[src/mqllm_pkg.sv]
// Package with shared defaults and the sequencer state type of the linked-list queue manager.
`default_nettype none

package mqllm_pkg;

  localparam int unsigned NODE_COUNT_DEF  = 64;
  localparam int unsigned QUEUE_COUNT_DEF = 4;
  localparam int unsigned PID_WIDTH_DEF   = 16;

  typedef enum logic [4:0] {
    S_INIT  = 5'b00001,
    S_IDLE  = 5'b00010,
    S_FETCH = 5'b00100,
    S_LINK  = 5'b01000,
    S_DEQ   = 5'b10000
  } state_t;

endpackage

`default_nettype wire

[src/multi_queue_linked_list_manager.sv]
// Top level: several FIFO queues sharing one linked node pool with a FIFO free list.
// An accepted request passes S_FETCH and S_LINK, which registers the result of an enqueue or
// refused dequeue; a dequeue returning a pid adds S_DEQ, for the dependent node memory reads.
// A new transaction is accepted in the cycle its predecessor's result is shown.
// After reset the block sweeps the link memory, one node per cycle, with busy high; the
// receiver cannot stall, and each result is shown for exactly one cycle.
`default_nettype none

module multi_queue_linked_list_manager #(
  parameter int unsigned NODE_COUNT  = mqllm_pkg::NODE_COUNT_DEF,
  parameter int unsigned QUEUE_COUNT = mqllm_pkg::QUEUE_COUNT_DEF,
  parameter int unsigned PID_WIDTH   = mqllm_pkg::PID_WIDTH_DEF,
  localparam int unsigned QSW = (QUEUE_COUNT > 1) ? $clog2(QUEUE_COUNT) : 1,
  localparam int unsigned CW  = $clog2(NODE_COUNT + 1)
) (
  input  wire logic                 clk,
  input  wire logic                 rst_n,
  input  wire logic                 start,
  output logic                      busy,
  input  wire logic                 in_func,
  input  wire logic [QSW-1:0]       in_queue_sel,
  input  wire logic [PID_WIDTH-1:0] in_pid_in,
  output logic                      out_valid,
  output logic                      out_ok,
  output logic [PID_WIDTH-1:0]      out_pid_out,
  output logic                      out_queue_empty,
  output logic [CW-1:0]             out_free_count
);
  import mqllm_pkg::*;

  localparam int unsigned NW = $clog2(NODE_COUNT);
  localparam logic [NW-1:0] LAST_NODE = NW'(NODE_COUNT - 1);
  localparam logic [CW-1:0] FULL_CNT = CW'(NODE_COUNT);
  localparam logic [QSW:0] QCMP = (QSW + 1)'(QUEUE_COUNT);

  state_t state_r, state_nxt;

  logic [NW-1:0]        init_cnt_r, init_cnt_nxt;
  logic                 func_r;
  logic [QSW-1:0]       q_r;
  logic [PID_WIDTH-1:0] pid_r;
  logic [NW-1:0]        node_r, node_nxt;
  logic [NW-1:0]        free_head_r, free_head_nxt;
  logic [NW-1:0]        free_tail_r, free_tail_nxt;
  logic [CW-1:0]        free_cnt_r, free_cnt_nxt;
  logic [QUEUE_COUNT-1:0] nonempty_r, nonempty_nxt;

  logic [NW-1:0]        node_next_mem [NODE_COUNT];
  logic [PID_WIDTH-1:0] node_pid_mem  [NODE_COUNT];
  logic [NW-1:0]        qhead_mem     [QUEUE_COUNT];
  logic [NW-1:0]        qtail_mem     [QUEUE_COUNT];

  logic [NW-1:0]        nnext_rd_r;
  logic [PID_WIDTH-1:0] npid_rd_r;
  logic [NW-1:0]        qhead_rd_r;
  logic [NW-1:0]        qtail_rd_r;

  logic [NW-1:0]        nn_raddr;
  logic                 nn_we;
  logic [NW-1:0]        nn_waddr, nn_wdata;
  logic                 np_we;
  logic                 qh_we, qt_we;
  logic [NW-1:0]        qh_wdata, qt_wdata;

  logic                 out_valid_r, out_valid_nxt;
  logic                 out_ok_r, out_ok_nxt;
  logic [PID_WIDTH-1:0] out_pid_r, out_pid_nxt;
  logic                 out_empty_r, out_empty_nxt;
  logic [CW-1:0]        out_free_r, out_free_nxt;

  logic accept;
  logic in_range;
  logic q_nonempty;

  assign busy            = (state_r != S_IDLE);
  assign accept          = start && (state_r == S_IDLE);
  assign in_range        = ({1'b0, q_r} < QCMP);
  assign q_nonempty      = in_range && nonempty_r[q_r];
  assign out_valid       = out_valid_r;
  assign out_ok          = out_ok_r;
  assign out_pid_out     = out_pid_r;
  assign out_queue_empty = out_empty_r;
  assign out_free_count  = out_free_r;

  always_comb begin
    state_nxt     = state_r;
    init_cnt_nxt  = init_cnt_r;
    node_nxt      = node_r;
    free_head_nxt = free_head_r;
    free_tail_nxt = free_tail_r;
    free_cnt_nxt  = free_cnt_r;
    nonempty_nxt  = nonempty_r;
    nn_raddr      = free_head_r;
    nn_we         = 1'b0;
    nn_waddr      = init_cnt_r;
    nn_wdata      = (init_cnt_r == LAST_NODE) ? '0 : init_cnt_r + NW'(1);
    np_we         = 1'b0;
    qh_we         = 1'b0;
    qt_we         = 1'b0;
    qh_wdata      = free_head_r;
    qt_wdata      = free_head_r;
    out_valid_nxt = 1'b0;
    out_ok_nxt    = 1'b0;
    out_pid_nxt   = '0;
    out_empty_nxt = 1'b1;
    out_free_nxt  = free_cnt_r;
    unique case (state_r)
      S_INIT: begin
        nn_we        = 1'b1;
        init_cnt_nxt = init_cnt_r + NW'(1);
        if (init_cnt_r == LAST_NODE) begin
          state_nxt = S_IDLE;
        end
      end
      S_IDLE: begin
        if (accept) begin
          state_nxt = S_FETCH;
        end
      end
      S_FETCH: begin
        state_nxt = S_LINK;
      end
      S_LINK: begin
        state_nxt     = S_IDLE;
        out_valid_nxt = 1'b1;
        out_empty_nxt = !q_nonempty;
        if (in_range && !func_r && (free_cnt_r != '0)) begin
          free_head_nxt = nnext_rd_r;
          free_cnt_nxt  = free_cnt_r - CW'(1);
          np_we         = 1'b1;
          if (nonempty_r[q_r]) begin
            nn_we    = 1'b1;
            nn_waddr = qtail_rd_r;
            nn_wdata = free_head_r;
          end else begin
            qh_we = 1'b1;
          end
          qt_we                 = 1'b1;
          nonempty_nxt[q_r]     = 1'b1;
          out_ok_nxt            = 1'b1;
          out_empty_nxt         = 1'b0;
          out_free_nxt          = free_cnt_r - CW'(1);
        end else if (func_r && q_nonempty) begin
          out_valid_nxt = 1'b0;
          nn_raddr      = qhead_rd_r;
          node_nxt      = qhead_rd_r;
          state_nxt     = S_DEQ;
        end
      end
      S_DEQ: begin
        state_nxt     = S_IDLE;
        out_valid_nxt = 1'b1;
        out_ok_nxt    = 1'b1;
        out_pid_nxt   = npid_rd_r;
        out_empty_nxt = (node_r == qtail_rd_r);
        if (node_r == qtail_rd_r) begin
          nonempty_nxt[q_r] = 1'b0;
        end else begin
          qh_we    = 1'b1;
          qh_wdata = nnext_rd_r;
        end
        if (free_cnt_r == '0) begin
          free_head_nxt = node_r;
        end else begin
          nn_we    = 1'b1;
          nn_waddr = free_tail_r;
          nn_wdata = node_r;
        end
        free_tail_nxt = node_r;
        free_cnt_nxt  = free_cnt_r + CW'(1);
        out_free_nxt  = free_cnt_r + CW'(1);
      end
      default: begin
        state_nxt = S_INIT;
      end
    endcase
  end

  always_ff @(posedge clk) begin
    if (!rst_n) begin
      state_r     <= S_INIT;
      init_cnt_r  <= '0;
      free_head_r <= '0;
      free_tail_r <= LAST_NODE;
      free_cnt_r  <= FULL_CNT;
      nonempty_r  <= '0;
      out_valid_r <= 1'b0;
    end else begin
      state_r     <= state_nxt;
      init_cnt_r  <= init_cnt_nxt;
      free_head_r <= free_head_nxt;
      free_tail_r <= free_tail_nxt;
      free_cnt_r  <= free_cnt_nxt;
      nonempty_r  <= nonempty_nxt;
      out_valid_r <= out_valid_nxt;
    end
  end

  always_ff @(posedge clk) begin
    if (accept) begin
      func_r <= in_func;
      q_r    <= in_queue_sel;
      pid_r  <= in_pid_in;
    end
    node_r      <= node_nxt;
    out_ok_r    <= out_ok_nxt;
    out_pid_r   <= out_pid_nxt;
    out_empty_r <= out_empty_nxt;
    out_free_r  <= out_free_nxt;
  end

  always_ff @(posedge clk) begin
    if (nn_we) begin
      node_next_mem[nn_waddr] <= nn_wdata;
    end
    nnext_rd_r <= node_next_mem[nn_raddr];
  end

  always_ff @(posedge clk) begin
    if (np_we) begin
      node_pid_mem[free_head_r] <= pid_r;
    end
    npid_rd_r <= node_pid_mem[nn_raddr];
  end

  always_ff @(posedge clk) begin
    if (qh_we) begin
      qhead_mem[q_r] <= qh_wdata;
    end
    qhead_rd_r <= qhead_mem[q_r];
  end

  always_ff @(posedge clk) begin
    if (qt_we) begin
      qtail_mem[q_r] <= qt_wdata;
    end
    qtail_rd_r <= qtail_mem[q_r];
  end

endmodule

`default_nettype wire
[config.mk]
export PLATFORM = sky130hd
export DESIGN_NAME = multi_queue_linked_list_manager
export DESIGN_NICKNAME = d
export VERILOG_FILES = /design/src/mqllm_pkg.sv /design/src/multi_queue_linked_list_manager.sv
export SDC_FILE = /design/constraint.sdc
export NUM_CORES = 2
export LEC_CHECK = 0
export ABC_AREA = 1
export BUFFER_PORTS_ARGS = -buffer_cell sky130_fd_sc_hd__buf_4
export CAP_MARGIN = 25
export CORE_ASPECT_RATIO = 1.1
export CORE_MARGIN = 2
export CORE_UTILIZATION = 60
export CTS_CLUSTER_DIAMETER = 50
export CTS_CLUSTER_SIZE = 12
export DETAILED_ROUTE_END_ITERATION = 8
export MAX_ROUTING_LAYER = met4
export PLACE_DENSITY = 0.76
export SETUP_SLACK_MARGIN = 0.05
export SLEW_MARGIN = 20
export SYNTH_ARGS = -nofsm -noshare
export SYNTH_HDL_FRONTEND = slang
export SYNTH_SLANG_ARGS = --single-unit
[constraint.sdc]
create_clock -name clk -period 6.4 [get_ports clk]
set_input_delay 0.64 -clock clk [delete_from_list [all_inputs] [get_ports clk]]
set_output_delay 0.64 -clock clk [all_outputs]
set_load 0.05 [all_outputs]
## Word-level counts from Yosys, hierarchy flattened

Memory sizes are Yosys's and may differ from the RTL's. A register that Yosys moved wholly into a read port is not among the register bits.
Index checks and enable logic that the tools add are counted.

| storage, ports and cells | value |
|---|---|
| register bits after elaboration | 85 |
| RAM bits | 1456 |
| input port bits | 22 |
| output and inout bits | 27 |
| word-level logic and storage cells | 107 |
| memories kept | 4 |

Memories:

| memory | depth | width | read ports | clocked after memory_dff | wr ports | line | text |
|---|---|---|---|---|---|---|---|
| node_pid_mem | 64 | 16 | 1 | 1 | 1 | multi_queue_linked_list_manager.sv:49 | `logic [PID_WIDTH-1:0] node_pid_mem [NODE_COUNT];` |
| node_next_mem | 64 | 6 | 1 | 1 | 1 | multi_queue_linked_list_manager.sv:48 | `logic [NW-1:0] node_next_mem [NODE_COUNT];` |
| qhead_mem | 4 | 6 | 1 | 1 | 1 | multi_queue_linked_list_manager.sv:50 | `logic [NW-1:0] qhead_mem [QUEUE_COUNT];` |
| qtail_mem | 4 | 6 | 1 | 1 | 1 | multi_queue_linked_list_manager.sv:51 | `logic [NW-1:0] qtail_mem [QUEUE_COUNT];` |

| cells by class | value |
|---|---|
| add/subtract/negate cells | 3 |
| $lt $le $gt $ge | 2 |
| eq/ne operators | 13 |
| mux-type cells | 53 |
| bitwise gates (word level) | 4 |
| reduce and logical (&&, ||, !) cells | 13 |

Operators by type and width:

| cell | number |
|---|---|
| 6-bit two-way mux | 14 |
| 6-bit one-hot mux with 2 select lines | 3 |
| 5-bit one-hot mux with 5 select lines | 1 |
| 5-bit two-way mux | 4 |
| 1-bit two-way mux | 19 |
| 7-bit one-hot mux with 2 select lines | 1 |
| 2-bit != test, second input constant | 5 |
| 3-bit AND reduction | 3 |
| 4-bit two-way mux | 2 |
| 1-bit one-hot mux with 2 select lines | 4 |
| 4-bit one-hot mux with 2 select lines | 1 |
| 7-bit by 1-bit adder with 7-bit output, second input constant | 1 |
| 7-bit zero test | 1 |
| 7-bit two-way mux | 1 |
| 7-bit nonzero test | 1 |
| 7-bit by 1-bit subtractor with 7-bit output, second input constant | 1 |
| 6-bit by 1-bit adder with 6-bit output, second input constant | 1 |
| 6-bit == test | 1 |
| 6-bit == test, second input constant | 1 |
| 5-bit by 1-bit == test with 1-bit output, second input constant | 1 |
| 5-bit by 2-bit == test with 1-bit output, second input constant | 1 |
| 5-bit by 3-bit == test with 1-bit output, second input constant | 1 |
| 5-bit by 4-bit == test with 1-bit output, second input constant | 1 |
| 5-bit == test, second input constant | 1 |
| other kinds (14) | 18 |

## Depth between registers and ports, before layout

| logic depth | value |
|---|---|
| depth after elaboration | 8 |
| gate-level depth with buffers | 19 |
| gate-level depth less buffers | 16 |

## Least setup slack after synthesis

OpenSTA, ideal clock, no wires.

| timing | value |
|---|---|
| kind | reg-to-reg |
| start point | reg free_cnt_r[3] |
| end point | mem node_next_mem[0][3] (netlist name), data pin |
| setup time | 0.567 ns |
| arrival time | 3.224 ns |
| required time | 5.833 ns |
| setup slack | 2.609 ns |
| stages on the path, launching flop included | 12 |
| buffers on the path | 0 |
| clock period less this slack | 3.791 ns |
| cells stage by stage | dfxtp_1 > inv_2 > nand2_1 > nor3_2 > nand3_1 > nand2_1 > nor2_4 > nand2_2 > nand2_2 > nor2_1 > inv_1 > o221ai_1 |

| between the ends | value |
|---|---|
| longest elaborated chain between the ends | 4 |
| elaborated cells on any way between the ends | 6 |
| those cells by class | mux: 3; reduce/logical: 3 |

RTL lines:

| element | line | text |
|---|---|---|
| start, declared | multi_queue_linked_list_manager.sv:45 | `logic [CW-1:0] free_cnt_r, free_cnt_nxt;` |
| start signal, assigned | multi_queue_linked_list_manager.sv:193 | `free_cnt_r <= free_cnt_nxt;` |
| 7-bit nonzero test | multi_queue_linked_list_manager.sv:127 | `if (in_range && !func_r && (free_cnt_r != '0)) begin` |
| 1-bit logical AND | multi_queue_linked_list_manager.sv:127 |  |
| 6-bit two-way mux | multi_queue_linked_list_manager.sv:127 |  |
| 6-bit one-hot mux with 2 select lines (*) | multi_queue_linked_list_manager.sv:107 | `unique case (state_r)` |
| named net nn_wdata[3] | multi_queue_linked_list_manager.sv:60 | `logic [NW-1:0] nn_waddr, nn_wdata;` |
| end, declared | multi_queue_linked_list_manager.sv:48 |  |

Mark *: on every way through the listed nets, which the timed path passes. The rest lies on a longest branch.

## Worst setup path after layout

| timing | value |
|---|---|
| start point | reg state_r[3] |
| end point | mem node_next_mem[8][3] (netlist name) (enable) |

| between the ends | value |
|---|---|
| longest elaborated chain between the ends | 4 |
| elaborated cells on any way between the ends | 7 |
| those cells by class | eq/ne: 3; mux: 4 |

RTL lines:

| element | line | text |
|---|---|---|
| start, declared | multi_queue_linked_list_manager.sv:36 | `state_t state_r, state_nxt;` |
| start signal, assigned | multi_queue_linked_list_manager.sv:189 | `state_r <= state_nxt;` |
| 5-bit == test, or another cell as far along | multi_queue_linked_list_manager.sv:107 |  |
| 1-bit one-hot mux with 3 select lines | multi_queue_linked_list_manager.sv:107 |  |
| 1-bit two-way mux | multi_queue_linked_list_manager.sv:213 | `if (nn_we) begin` |
| 1-bit two-way mux (implied by the code) | multi_queue_linked_list_manager.sv:214 | `node_next_mem[nn_waddr] <= nn_wdata;` |

Several ways; a longest one is shown, not always the timed one.

==> run summary <==
TIMING
-------------------------------------------------------------------
Pin slew with the least headroom to its limit                997 ps
Fin Clk Skew                                                26.7 ps
Slew Viols, Final                                                 0
Summed negative setup slack over all endpoints                 0 ps
Final critical-path share of the clock period                 71.0%
Final Hold Viols                                                  0
Tightest hold margin                                        45.2 ps
Final worst-path setup slack                                1860 ps
Unrepaired setup endpoints after global routing               false
Number of endpoints failing setup at the final stage              0
Headroom to the max-slew limit                                33.5%
Max frequency                                             0.220 GHz
Final period demand of the worst path                       4540 ps

FLOORPLANNING
-------------------------------------------------------------------
Number of cell rows                                             129
Die Footprint                                             0.116 mm2
Initial core utilization                                      60.5%
Placeable core region                                     0.112 mm2
IO Count                                                         49
Die Y-Extent                                                 357 um
Die span in x                                                325 um

MIN PATH
-------------------------------------------------------------------
Kind of path behind the tightest hold check               in -> reg

YOSYS
-------------------------------------------------------------------
Synthesized netlist net count                                  6556
Distinct cell type count after synthesis                         47
Synth warnings                                                    0
Sequential element share of the synthesized area              68.1%
Number of storage elements in the synthesis netlist            1575
Average size of a mapped cell                              10.4 um2
Mapped cell area                                         0.0681 mm2
Post-synth EDFFs                                               1481
Primary flip-flop cell chosen by synthesis mapping     sky130_fd_sc_hd__edfxtp_1
Synth Instances                                                6530
Ys async rst share                                               0%

GLOBAL ROUTING
-------------------------------------------------------------------
Wire length of the first global-routing pass                 268 mm
Total grt overflow                                                0
Overall fraction of global-route tracks in use                31.6%
Antenna violations before repair                                  3
Pin count of the biggest net entering global routing            211
Vias in the first global route                                45600

FINAL LAYOUT
-------------------------------------------------------------------
Number of nets in the finished design                          6569
Area grow syn2layout                                          9.52%
Layout cells sized above 1                                    6.27%
Count of non-filler cells in the finished layout               8125
Most frequent cells in the layout                      sky130_fd_sc_hd__edfxtp_1 (1481), sky130_fd_sc_hd__nand2_1 (1463), sky130_fd_sc_hd__nand3_1 (1395)
Commonest non-fill, non-tap cell in the layout         sky130_fd_sc_hd__edfxtp_1
Filler instances                                               8151

SETUP PATH
-------------------------------------------------------------------
Worst Setup End Kind                                      flip-flop
Arrival time of the worst setup path                        4960 ps
Critical Path Start Type                                  flip-flop
Critical path start-end classification                   reg -> reg
Data required time at the worst endpoint                    6810 ps
Largest fanout of any net on the critical path                   31

PLACE
-------------------------------------------------------------------
Detailed Place HPWL                                         99.1 mm
Worst-case setup slack after placement                      2000 ps
Port Buffers                                                     48
Global placer's final weighted congestion                     0.917
Total instance count after detailed placement                  7876

ROUTE
-------------------------------------------------------------------
Average via count per standard cell                            5.81
Routed Antenna Nets                                               0
Initial DRT Pass Iterations                                       9
Initial detailed-routing violation count                       6780
Total DRC errors in the routed layout                             0
Routed length per instance                                  22.0 um
Vias after detailed routing                                   47200
Final routed wirelength across all metal layers              179 mm

FLOW RUN
-------------------------------------------------------------------
Number of max-capacitance violations reported                     0

CTS
-------------------------------------------------------------------
Resized Gates After CTS                                           0
Clock buffers created by TritonCTS                              154
Number of H-tree branching levels                                 4
Maximum count of clock buffers along a single path                3
TritonCTS clock tree                                            yes
Number of buffers added for setup after CTS                       0
Clk slew on worst S/H paths                                   60 ps
Sink Count                                                     1575
Root Buffer                                            sky130_fd_sc_hd__clkbuf_16
Clk_lat worst skew                                           800 ps

POWER AND IR DROP
-------------------------------------------------------------------
Total Power                                                 20.3 mW
Ratio of total power to cell area                        272 mW/mm2
Static leakage                                              31.0 nW
Maximum VDD drop                                           0.369 mV

RUN STATUS
-------------------------------------------------------------------
Run status                                             finished, final reports clean

power by group:
part	switching (mW)	internal (mW)	total [mW]
clock network	3.74	4.56	8.30
logic	0.443	0.108	0.551
registers	0.0527	11.4	11.4
total	4.24	16.0	20.3
synth_stat cells (6+ instances only):
library cell               instances  share of area (%)
sky130_fd_sc_hd__edfxtp_1       1481                 65
sky130_fd_sc_hd__nand2_1        1465                8.1
sky130_fd_sc_hd__nand3_1        1396                 10
sky130_fd_sc_hd__inv_1          1285                7.1
sky130_fd_sc_hd__buf_2           193                1.4
sky130_fd_sc_hd__nor2_1          177               0.98
sky130_fd_sc_hd__nand3b_1        110                1.2
sky130_fd_sc_hd__dfxtp_1          94                2.8
sky130_fd_sc_hd__clkbuf_1         91               0.50
sky130_fd_sc_hd__o21ai_0          40               0.29
sky130_fd_sc_hd__a21oi_1          28               0.21
sky130_fd_sc_hd__a22oi_1          21               0.23
sky130_fd_sc_hd__buf_4            20               0.22
sky130_fd_sc_hd__buf_1            16              0.088
sky130_fd_sc_hd__buf_6            15               0.25
sky130_fd_sc_hd__inv_2             9              0.050
sky130_fd_sc_hd__nand3_2           9               0.13
sky130_fd_sc_hd__o211ai_1          7              0.077
sky130_fd_sc_hd__o22ai_1           7              0.064
sky130_fd_sc_hd__o221ai_1          6              0.077
registers in the layout, indices dropped and copies added (netlist names), 2 cells and up, named ones only:
| name | count |
|---|---|
| node_pid_mem | 1024 |
| node_next_mem | 384 |
| qhead_mem | 24 |
| qtail_mem | 24 |
| npid_rd_r | 16 |
| out_pid_out | 16 |
| pid_r | 16 |
| free_cnt_r | 7 |
| out_free_count | 7 |
| free_head_r | 6 |
| free_tail_r | 6 |
| init_cnt_r | 6 |
| nnext_rd_r | 6 |
| node_r | 6 |
| qhead_rd_r | 6 |
| qtail_rd_r | 6 |
| state_r | 5 |
| q_r | 2 |
path summary, 6_finish.rpt:
check                  start                   to  slack [ps]  cells past startpoint
max               state_r[3]  node_next_mem[8][3]        1860                     12
min          in_queue_sel[1]               q_r[1]          50                      1
max reg2reg       state_r[3]  node_next_mem[8][3]        1860                     12
min reg2reg    qhead_rd_r[4]            node_r[4]         430                      0
area by class of cell:
cell class / count / area (um2) / area share [%]
Clock buffer: 202 / 4100 / 5.49
Clock inverter: 28 / 322 / 0.431
Multi-Input combinational cell: 3324 / 15300 / 20.6
Inverter: 1296 / 4870 / 6.54
Antenna cell: 2 / 5.00 / 0.00671
Sequential cell: 1575 / 46400 / 62.2
Tap cell: 1506 / 1880 / 2.53
Timing Repair Buffer: 192 / 1680 / 2.26
repair_timing:
action | in CTS | in global routing
hold endpoints to repair | 15 | 0
setup endpoints to repair | 0 | 0
hold buffers | 15 | 0
per-stage QoR:
step | area [um2] | util (%)
floorplan | 68100 | -
global placement | 69900 | 62.2
detailed placement | 70000 | 62.2
CTS | 74500 | 66.3
global route | 74600 | 66.3
finish | 74600 | 66.3
cell families after synthesis:
group           Yosys count  synth area share, %
xor+xnor                  5               0.0643
flops                  1575                 68.1
simple gates           3190                 21.0
compound gates          125                 1.15
fa+ha+maj                 4               0.0735
buf+inv                1631                 9.63
routing by layer:
metal	vias to the layer above	share of wire (%)	global-route usage [%]
met5	-	0	-
li1	21400	-	-
met3	531	12	7.06
met4	0	4.8	14.9
met1	22300	36	40.1
met2	3006	46	48.6
worst max-delay path: stages, from the launching register on:
cell and delay, ps:
sky130_fd_sc_hd__dfxtp_1 320, sky130_fd_sc_hd__nor2_1 210, sky130_fd_sc_hd__nand3_2 660, sky130_fd_sc_hd__inv_1 190, sky130_fd_sc_hd__buf_4 320, sky130_fd_sc_hd__nand2_1 390
sky130_fd_sc_hd__nand2_2 270, sky130_fd_sc_hd__inv_2 110, sky130_fd_sc_hd__a21oi_1 420, sky130_fd_sc_hd__inv_1 130, sky130_fd_sc_hd__nor2_1 270, sky130_fd_sc_hd__nand2_1 330
sky130_fd_sc_hd__nor2_1 530
Note: power is estimated with default switching activity, not from simulation.
